**config.mk**
```make
export PLATFORM = sky130hd
export DESIGN_NAME = slr_ctrl
export DESIGN_NICKNAME = d
export VERILOG_FILES = /design/src/rtl/slr_pkg.sv /design/src/rtl/slr_ctrl.sv
export SDC_FILE = /design/constraint.sdc
export NUM_CORES = 1
export LEC_CHECK = 0
export BUFFER_PORTS_ARGS = -buffer_cell sky130_fd_sc_hd__buf_2
export CAP_MARGIN = 5
export CORE_AREA = 2 2 56 58
export CTS_CLUSTER_DIAMETER = 60
export DETAILED_ROUTE_END_ITERATION = 12
export DIE_AREA = 0 0 58 60
export PLACE_DENSITY = 0.77
export SETUP_SLACK_MARGIN = 0.3
export SYNTH_ARGS = -nofsm -noshare
export SYNTH_HDL_FRONTEND = slang
export SYNTH_SLANG_ARGS = --single-unit
```
**constraint.sdc**
```tcl
create_clock -name i_clk -period 2.3 [get_ports i_clk]
set_input_delay 0.46 -clock i_clk [delete_from_list [all_inputs] [get_ports i_clk]]
set_output_delay 0.46 -clock i_clk [all_outputs]
set_load 0.005 [all_outputs]
```
**src/rtl/slr_pkg.sv**
```systemverilog
`default_nettype none
package slr_pkg;

    localparam int NUM_VARS = 3;

    localparam logic signed [63:0] SAT_HI     = 64'sd2147483647;
    localparam logic signed [63:0] SAT_LO     = -64'sd2147483648;
    localparam logic signed [63:0] SAT_SYM_LO = -64'sd2147483647;

    typedef enum logic [2:0] {
        OP_DL  = 3'd0,
        OP_DR  = 3'd1,
        OP_R   = 3'd2,
        OP_LIM = 3'd3,
        OP_C   = 3'd4
    } t_op;

    typedef logic [1:0] t_vsel;

    typedef struct packed {
        logic  load;
        logic  dx;
        logic  div_start;
        logic  div_write;
        logic  mula;
        logic  mulb;
        logic  mull;
        logic  slope;
        logic  out_int;
        logic  out_const;
        logic  commit;
        t_op   op;
        t_vsel vsel;
    } t_cmd;

    typedef struct packed {
        logic [1:0] fill;
        logic       pend;
        logic       last;
        logic       mom_nz;
        logic       r_big;
        logic       div_done;
        logic       out_free;
    } t_sts;

    function automatic logic signed [31:0] sat_sym(input logic signed [63:0] q);
        logic signed [31:0] res;
        if (q > SAT_HI) begin
            res = 32'sh7fffffff;
        end else if (q < SAT_SYM_LO) begin
            res = -32'sh7fffffff;
        end else begin
            res = q[31:0];
        end
        return res;
    endfunction

    function automatic logic signed [31:0] sat32(input logic signed [63:0] q);
        logic signed [31:0] res;
        if (q > SAT_HI) begin
            res = 32'sh7fffffff;
        end else if (q < SAT_LO) begin
            res = 32'sh80000000;
        end else begin
            res = q[31:0];
        end
        return res;
    endfunction

endpackage
`default_nettype wire

```
**src/rtl/slr_ctrl.sv**
```systemverilog
`default_nettype none
module slr_ctrl (
    input  wire logic          i_clk,
    input  wire logic          i_rst_n,
    input  wire logic          i_valid,
    output logic               o_stall,
    input  wire slr_pkg::t_sts i_sts,
    output slr_pkg::t_cmd      o_cmd
);
    import slr_pkg::*;

    typedef enum logic [11:0] {
        ST_IDLE   = 12'b000000000001,
        ST_PLAN   = 12'b000000000010,
        ST_DX     = 12'b000000000100,
        ST_DIV    = 12'b000000001000,
        ST_WAIT   = 12'b000000010000,
        ST_MULA   = 12'b000000100000,
        ST_MULB   = 12'b000001000000,
        ST_MULL   = 12'b000010000000,
        ST_SLOPE  = 12'b000100000000,
        ST_OUTI   = 12'b001000000000,
        ST_OUTC   = 12'b010000000000,
        ST_COMMIT = 12'b100000000000
    } t_state;

    t_state r_state, n_state;
    t_op    r_op, n_op;
    t_vsel  r_vsel, n_vsel;

    always_comb begin
        n_state = r_state;
        n_op    = r_op;
        n_vsel  = r_vsel;
        o_cmd   = '0;
        o_cmd.op   = r_op;
        o_cmd.vsel = r_vsel;
        case (r_state)
            ST_IDLE: begin
                if (i_valid) begin
                    o_cmd.load = 1'b1;
                    n_state = ST_PLAN;
                end
            end
            ST_PLAN: begin
                if (i_sts.fill == 2'd0) begin
                    n_state = ST_OUTC;
                end else if (i_sts.fill == 2'd2) begin
                    n_state = i_sts.pend ? ST_DX : ST_OUTI;
                end else begin
                    n_state = i_sts.last ? ST_OUTC : ST_COMMIT;
                end
            end
            ST_DX: begin
                o_cmd.dx = 1'b1;
                n_op    = OP_DL;
                n_vsel  = '0;
                n_state = ST_DIV;
            end
            ST_DIV: begin
                o_cmd.div_start = 1'b1;
                n_state = ST_WAIT;
            end
            ST_WAIT: begin
                if (i_sts.div_done) begin
                    o_cmd.div_write = 1'b1;
                    case (r_op)
                        OP_DL: begin
                            n_state = ST_DIV;
                            if (r_vsel == 2'd2) begin
                                n_op   = OP_DR;
                                n_vsel = '0;
                            end else begin
                                n_vsel = r_vsel + 2'd1;
                            end
                        end
                        OP_DR: begin
                            if (r_vsel != 2'd2) begin
                                n_vsel  = r_vsel + 2'd1;
                                n_state = ST_DIV;
                            end else if (i_sts.mom_nz) begin
                                n_op    = OP_R;
                                n_state = ST_DIV;
                            end else begin
                                n_vsel  = '0;
                                n_state = ST_MULA;
                            end
                        end
                        OP_R: begin
                            if (i_sts.r_big) begin
                                n_op    = OP_LIM;
                                n_state = ST_DIV;
                            end else begin
                                n_vsel  = '0;
                                n_state = ST_MULA;
                            end
                        end
                        OP_LIM: begin
                            n_vsel  = '0;
                            n_state = ST_MULA;
                        end
                        OP_C: begin
                            n_state = ST_MULL;
                        end
                        default: n_state = ST_IDLE;
                    endcase
                end
            end
            ST_MULA: begin
                o_cmd.mula = 1'b1;
                n_state = ST_MULB;
            end
            ST_MULB: begin
                o_cmd.mulb = 1'b1;
                n_op    = OP_C;
                n_state = ST_DIV;
            end
            ST_MULL: begin
                o_cmd.mull = 1'b1;
                n_state = ST_SLOPE;
            end
            ST_SLOPE: begin
                o_cmd.slope = 1'b1;
                if (r_vsel == 2'd2) begin
                    n_state = ST_OUTI;
                end else begin
                    n_vsel  = r_vsel + 2'd1;
                    n_state = ST_MULA;
                end
            end
            ST_OUTI: begin
                if (i_sts.out_free) begin
                    o_cmd.out_int = 1'b1;
                    n_state = i_sts.last ? ST_OUTC : ST_COMMIT;
                end
            end
            ST_OUTC: begin
                if (i_sts.out_free) begin
                    o_cmd.out_const = 1'b1;
                    n_state = ST_COMMIT;
                end
            end
            ST_COMMIT: begin
                o_cmd.commit = 1'b1;
                n_state = ST_IDLE;
            end
            default: n_state = ST_IDLE;
        endcase
    end

    always_ff @(posedge i_clk) begin
        if (!i_rst_n) begin
            r_state <= ST_IDLE;
            r_op    <= OP_DL;
            r_vsel  <= '0;
        end else begin
            r_state <= n_state;
            r_op    <= n_op;
            r_vsel  <= n_vsel;
        end
    end

    assign o_stall = (r_state != ST_IDLE);

endmodule
`default_nettype wire

```
Yosys cells after proc, flatten, opt, wreduce, memory -nomap -nowiden
Cells that the tools add are included.
W data, S select, Z words.
Word-level totals
  register bits: 17
  bits of input ports: 11
  output and inout bits: 17
  logic and storage cells: 88
Cells by class
  add/subtract/negate cells: 1
  equal/unequal tests: 33
  mux-type cells: 43
  reductions and logical operators: 8
Operator list (count)
  $pmux W12 S10: 1
  $mux W12: 7
  $pmux W12 S5: 1
  $mux W10: 2
  $mux W6: 3
  $pmux W3 S3: 2
  $mux W3: 5
  $ne A3 B3 Y1 const B: 5
  $mux W1: 14
  $eq A12 B1 Y1 const B: 1
  $eq A12 B10 Y1 const B: 1
  $eq A12 B11 Y1 const B: 1
  $eq A12 B12 Y1 const B: 1
  $eq A12 B2 Y1 const B: 1
  $eq A12 B3 Y1 const B: 1
  $eq A12 B4 Y1 const B: 1
  $eq A12 B5 Y1 const B: 1
  $eq A12 B6 Y1 const B: 1
  $eq A12 B7 Y1 const B: 1
  $eq A12 B8 Y1 const B: 1
  $eq A12 B9 Y1 const B: 1
  $mux W2: 6
  $ne A12 B1 Y1 const B: 1
  $ne A2 B2 Y1 const B: 6
  17 further kinds: 20

Longest topological paths before layout
  word-level depth: 5
  depth in mapped cells: 8
  mapped depth without buffers: 7

Worst setup path before layout
No wires, ideal clock.
  kind: reg2out
  start: register r_state[6]
  end: output port o_cmd[15] (netlist bit)
  data arrival time: 1.933 ns
  data required time: 1.840 ns
  setup slack: -0.093 ns
  stages on the path, launching flop included: 7
  path buffers: 2
  cell sequence: dfxtp_1 -> buf_6 -> or4_4 -> buf_6 -> or3_4 -> or3b_4 -> nor2_1
RTL lines
  start: declaration: RTL line slr_ctrl.sv:27  | t_state r_state, n_state;
  start signal: assignment: RTL line slr_ctrl.sv:157  | r_state <= n_state;
  end: declaration: RTL line slr_ctrl.sv:8  | output slr_pkg::t_cmd o_cmd

==> impl_metrics.tcl <==
set metrics [dict create \
    yosysWarnings 0 \
    drv_slew 0 \
    crit_path_end_kind "output pin" \
    status "finished, violations left" \
    routed_wl_um 4920 \
    fin_ws_ps -353 \
    cts-root-buf "clkbuf_4" \
    layout_common_cells "buf_4 (32), buf_2 (25), buf_6 (20)" \
    grt_pass1_wl_um 6930 \
    syn_area_um2 1360 \
    reg2reg_depth 13 \
    power_uw 1300 \
    port-buffer-count 27 \
    grt_max_degree 13 \
    dp_hpwl_um 2680 \
    drt_iter0_drc 106 \
    gr-total-overflow 0 \
    fin_util_pct 73.7 \
    finalHoldViolations 0 \
    dpl_cell_area_um2 1610 \
    min_period_ps 2650 \
    syn2layout_area_growth_pct 57.9 \
    nFillCells 215 \
    layout-drive-gt1-share_pct 51.7 \
    hold_class "primary input to register" \
    tightest_slew_ps 380 \
    cts_made_buffers 3 \
    num_rows 20 \
    finClkSkew_ps 1.31 \
    routabilityCongestion 0.864 \
    postSynthCellCount 170 \
    async_flop_share_pct 0 \
    post_drt_wl_per_cell_um 18.2 \
    via_per_inst 6.04 \
    syn_area_per_cell_um2 7.97 \
    die_w_um 58 \
    num_antenna_cells 0 \
    critPathMaxFanout 3 \
    detail-route-antenna-nets 0 \
    seqCellArea_um2 344 \
    fin_crit_sh_pct 115 \
    initial_utilization_pct 46.7 \
    cts_max_level 1 \
    cts_sinks 17 \
    num_vias 1638 \
    final_common_cell "buf_4" \
    drv_cap 0 \
    die_y_um 60 \
    vdd_drop_max_uv 469 \
    design_area_um2 2140 \
    synth_edf_count 0 \
    power_density_nw_per_um2 609 \
    whs_path_depth 3 \
    p_leak_uw 0.000929 \
    drc 0 \
    grt_pass1_vias 1481 \
    cp.arrival_ps 2190 \
    grtUsageTotal_pct 26.3 \
    setup_viol 13 \
    crit_type "register to output pin" \
    rsz0062_at_grt "true" \
    fin_nets 253 \
    clkTransAtPathRegs_ps 110 \
    core_um2 2900 \
    violations "negative setup slack" \
    ys_seq_area_share_pct 25.1 \
    synth_cell_types 55 \
    antenna_found_initial 0 \
    fmax_ghz 0.377 \
    multiInputGateArea_um2 1100 \
    syn-num-nets 184 \
    cts.path.max_buffers 2 \
    holdWs_ps 396 \
    clock_latency_ps 300 \
    synthFlopType "dfxtp_1" \
    first_pass_iters 4 \
    ys_seq_elements 17 \
    crit_required_ps 1840 \
    ios 28 \
    cts_tree "built" \
    dieArea_um2 3480 \
    slew_headroom_pct 74.6 \
    crit_path_start_kind "register" \
]
[report_power, final]
part           total, uW  leakage, uW  internal (uW)  switching, uW
clock network        173    0.0000177           64.9            108
registers            374     0.000139            319           55.0
logic                755     0.000773            394            361
total               1300     0.000929            778            524
[stage by stage]
step,std cells,TNS (ps),setup slack [ps]
2_1_floorplan,170,-77.9,-77.9
3_3_place_gp,235,0,42.3
3_5_place_dp,235,0,10.5
4_1_cts,264,-1080,-317
5_1_grt,271,-2860,-394
6_report,271,-2110,-353
[routing by layer]
metal / wire length, um / vias up / GRT usage (%)
li1: - / 772 / -
met5: 0 / - / 0
met2: 2540 / 81 / 46.6
met1: 1990 / 774 / 31.3
met3: 316 / 11 / 3.90
met4: 73 / 0 / 12.0
[state kept, by name, indices dropped and copies added, names as in the netlist]
signal / cells
r_vsel: 2
r_op: 3
r_state: 12
[area by class of cell]
type	count	share of cell area, %
multi-input cells	130	51.3
flip-flops and latches	17	16.1
inverters	10	1.75
repair buffers	77	27.6
well taps	33	1.93
clock buffers	3	1.05
clock inverters	1	0.234
[worst paths after layout]
kind / startpoint / endpoint / slack [ps]
worst max-delay path: r_state[9] / o_cmd[15] / -350
worst max register to register: r_state[8] / r_state[8] / -100
worst min-delay path: i_sts[5] / r_state[2] / 400
worst min register to register: r_vsel[1] / r_vsel[1] / 570
[cells in the mapped netlist, types with 2 or more instances]
| library cell | number | share of area (%) |
|---|---|---|
| nor2_1 | 19 | 5.3 |
| dfxtp_1 | 17 | 25 |
| inv_1 | 10 | 2.8 |
| nand2b_1 | 9 | 4.2 |
| nor4_1 | 9 | 4.2 |
| o21ai_0 | 9 | 3.3 |
| clkbuf_1 | 8 | 2.2 |
| a21oi_1 | 5 | 1.8 |
| nand2_1 | 5 | 1.4 |
| nand3_1 | 5 | 1.8 |
| nor3_1 | 5 | 1.8 |
| or4_1 | 5 | 2.8 |
| nor2b_1 | 4 | 1.8 |
| or2_2 | 4 | 1.8 |
| a211oi_1 | 3 | 1.7 |
| ha_1 | 3 | 2.8 |
| o21a_1 | 3 | 1.7 |
| o32a_1 | 3 | 2.2 |
| and4b_1 | 2 | 1.5 |
| buf_4 | 2 | 1.1 |
| buf_6 | 2 | 1.7 |
| mux2i_1 | 2 | 1.5 |
| nor3b_1 | 2 | 1.1 |
| o211a_1 | 2 | 1.5 |
| xor2_1 | 2 | 1.3 |
[logic make-up after synthesis]
logic type,after synthesis,synth area share (%)
adder cells (fa/ha/maj),3,2.77
multiplexers,2,1.48
AND/OR/NAND/NOR,84,40.3
XOR/XNOR,3,1.94
AO/OA/AOI/OAI,38,20.2
buffers and inverters,23,8.13
flip-flops,17,25.1
[worst max-delay path: stages, from the launching register on]
cell	delay (ps)
dfxtp_2	340
or4_4	530
or3_4	400
or3b_4	420
nor2_4	90
buf_2	120
[repair_timing]
item | CTS | global route
pin swaps | 18 | 19
hold endpoints to repair | 0 | 0
hold buffers | 0 | 0
resized for setup | 31 | 27
setup endpoints to repair | 27 | 29
setup buffers | 25 | 7
Power figures use the tool's default switching activity.
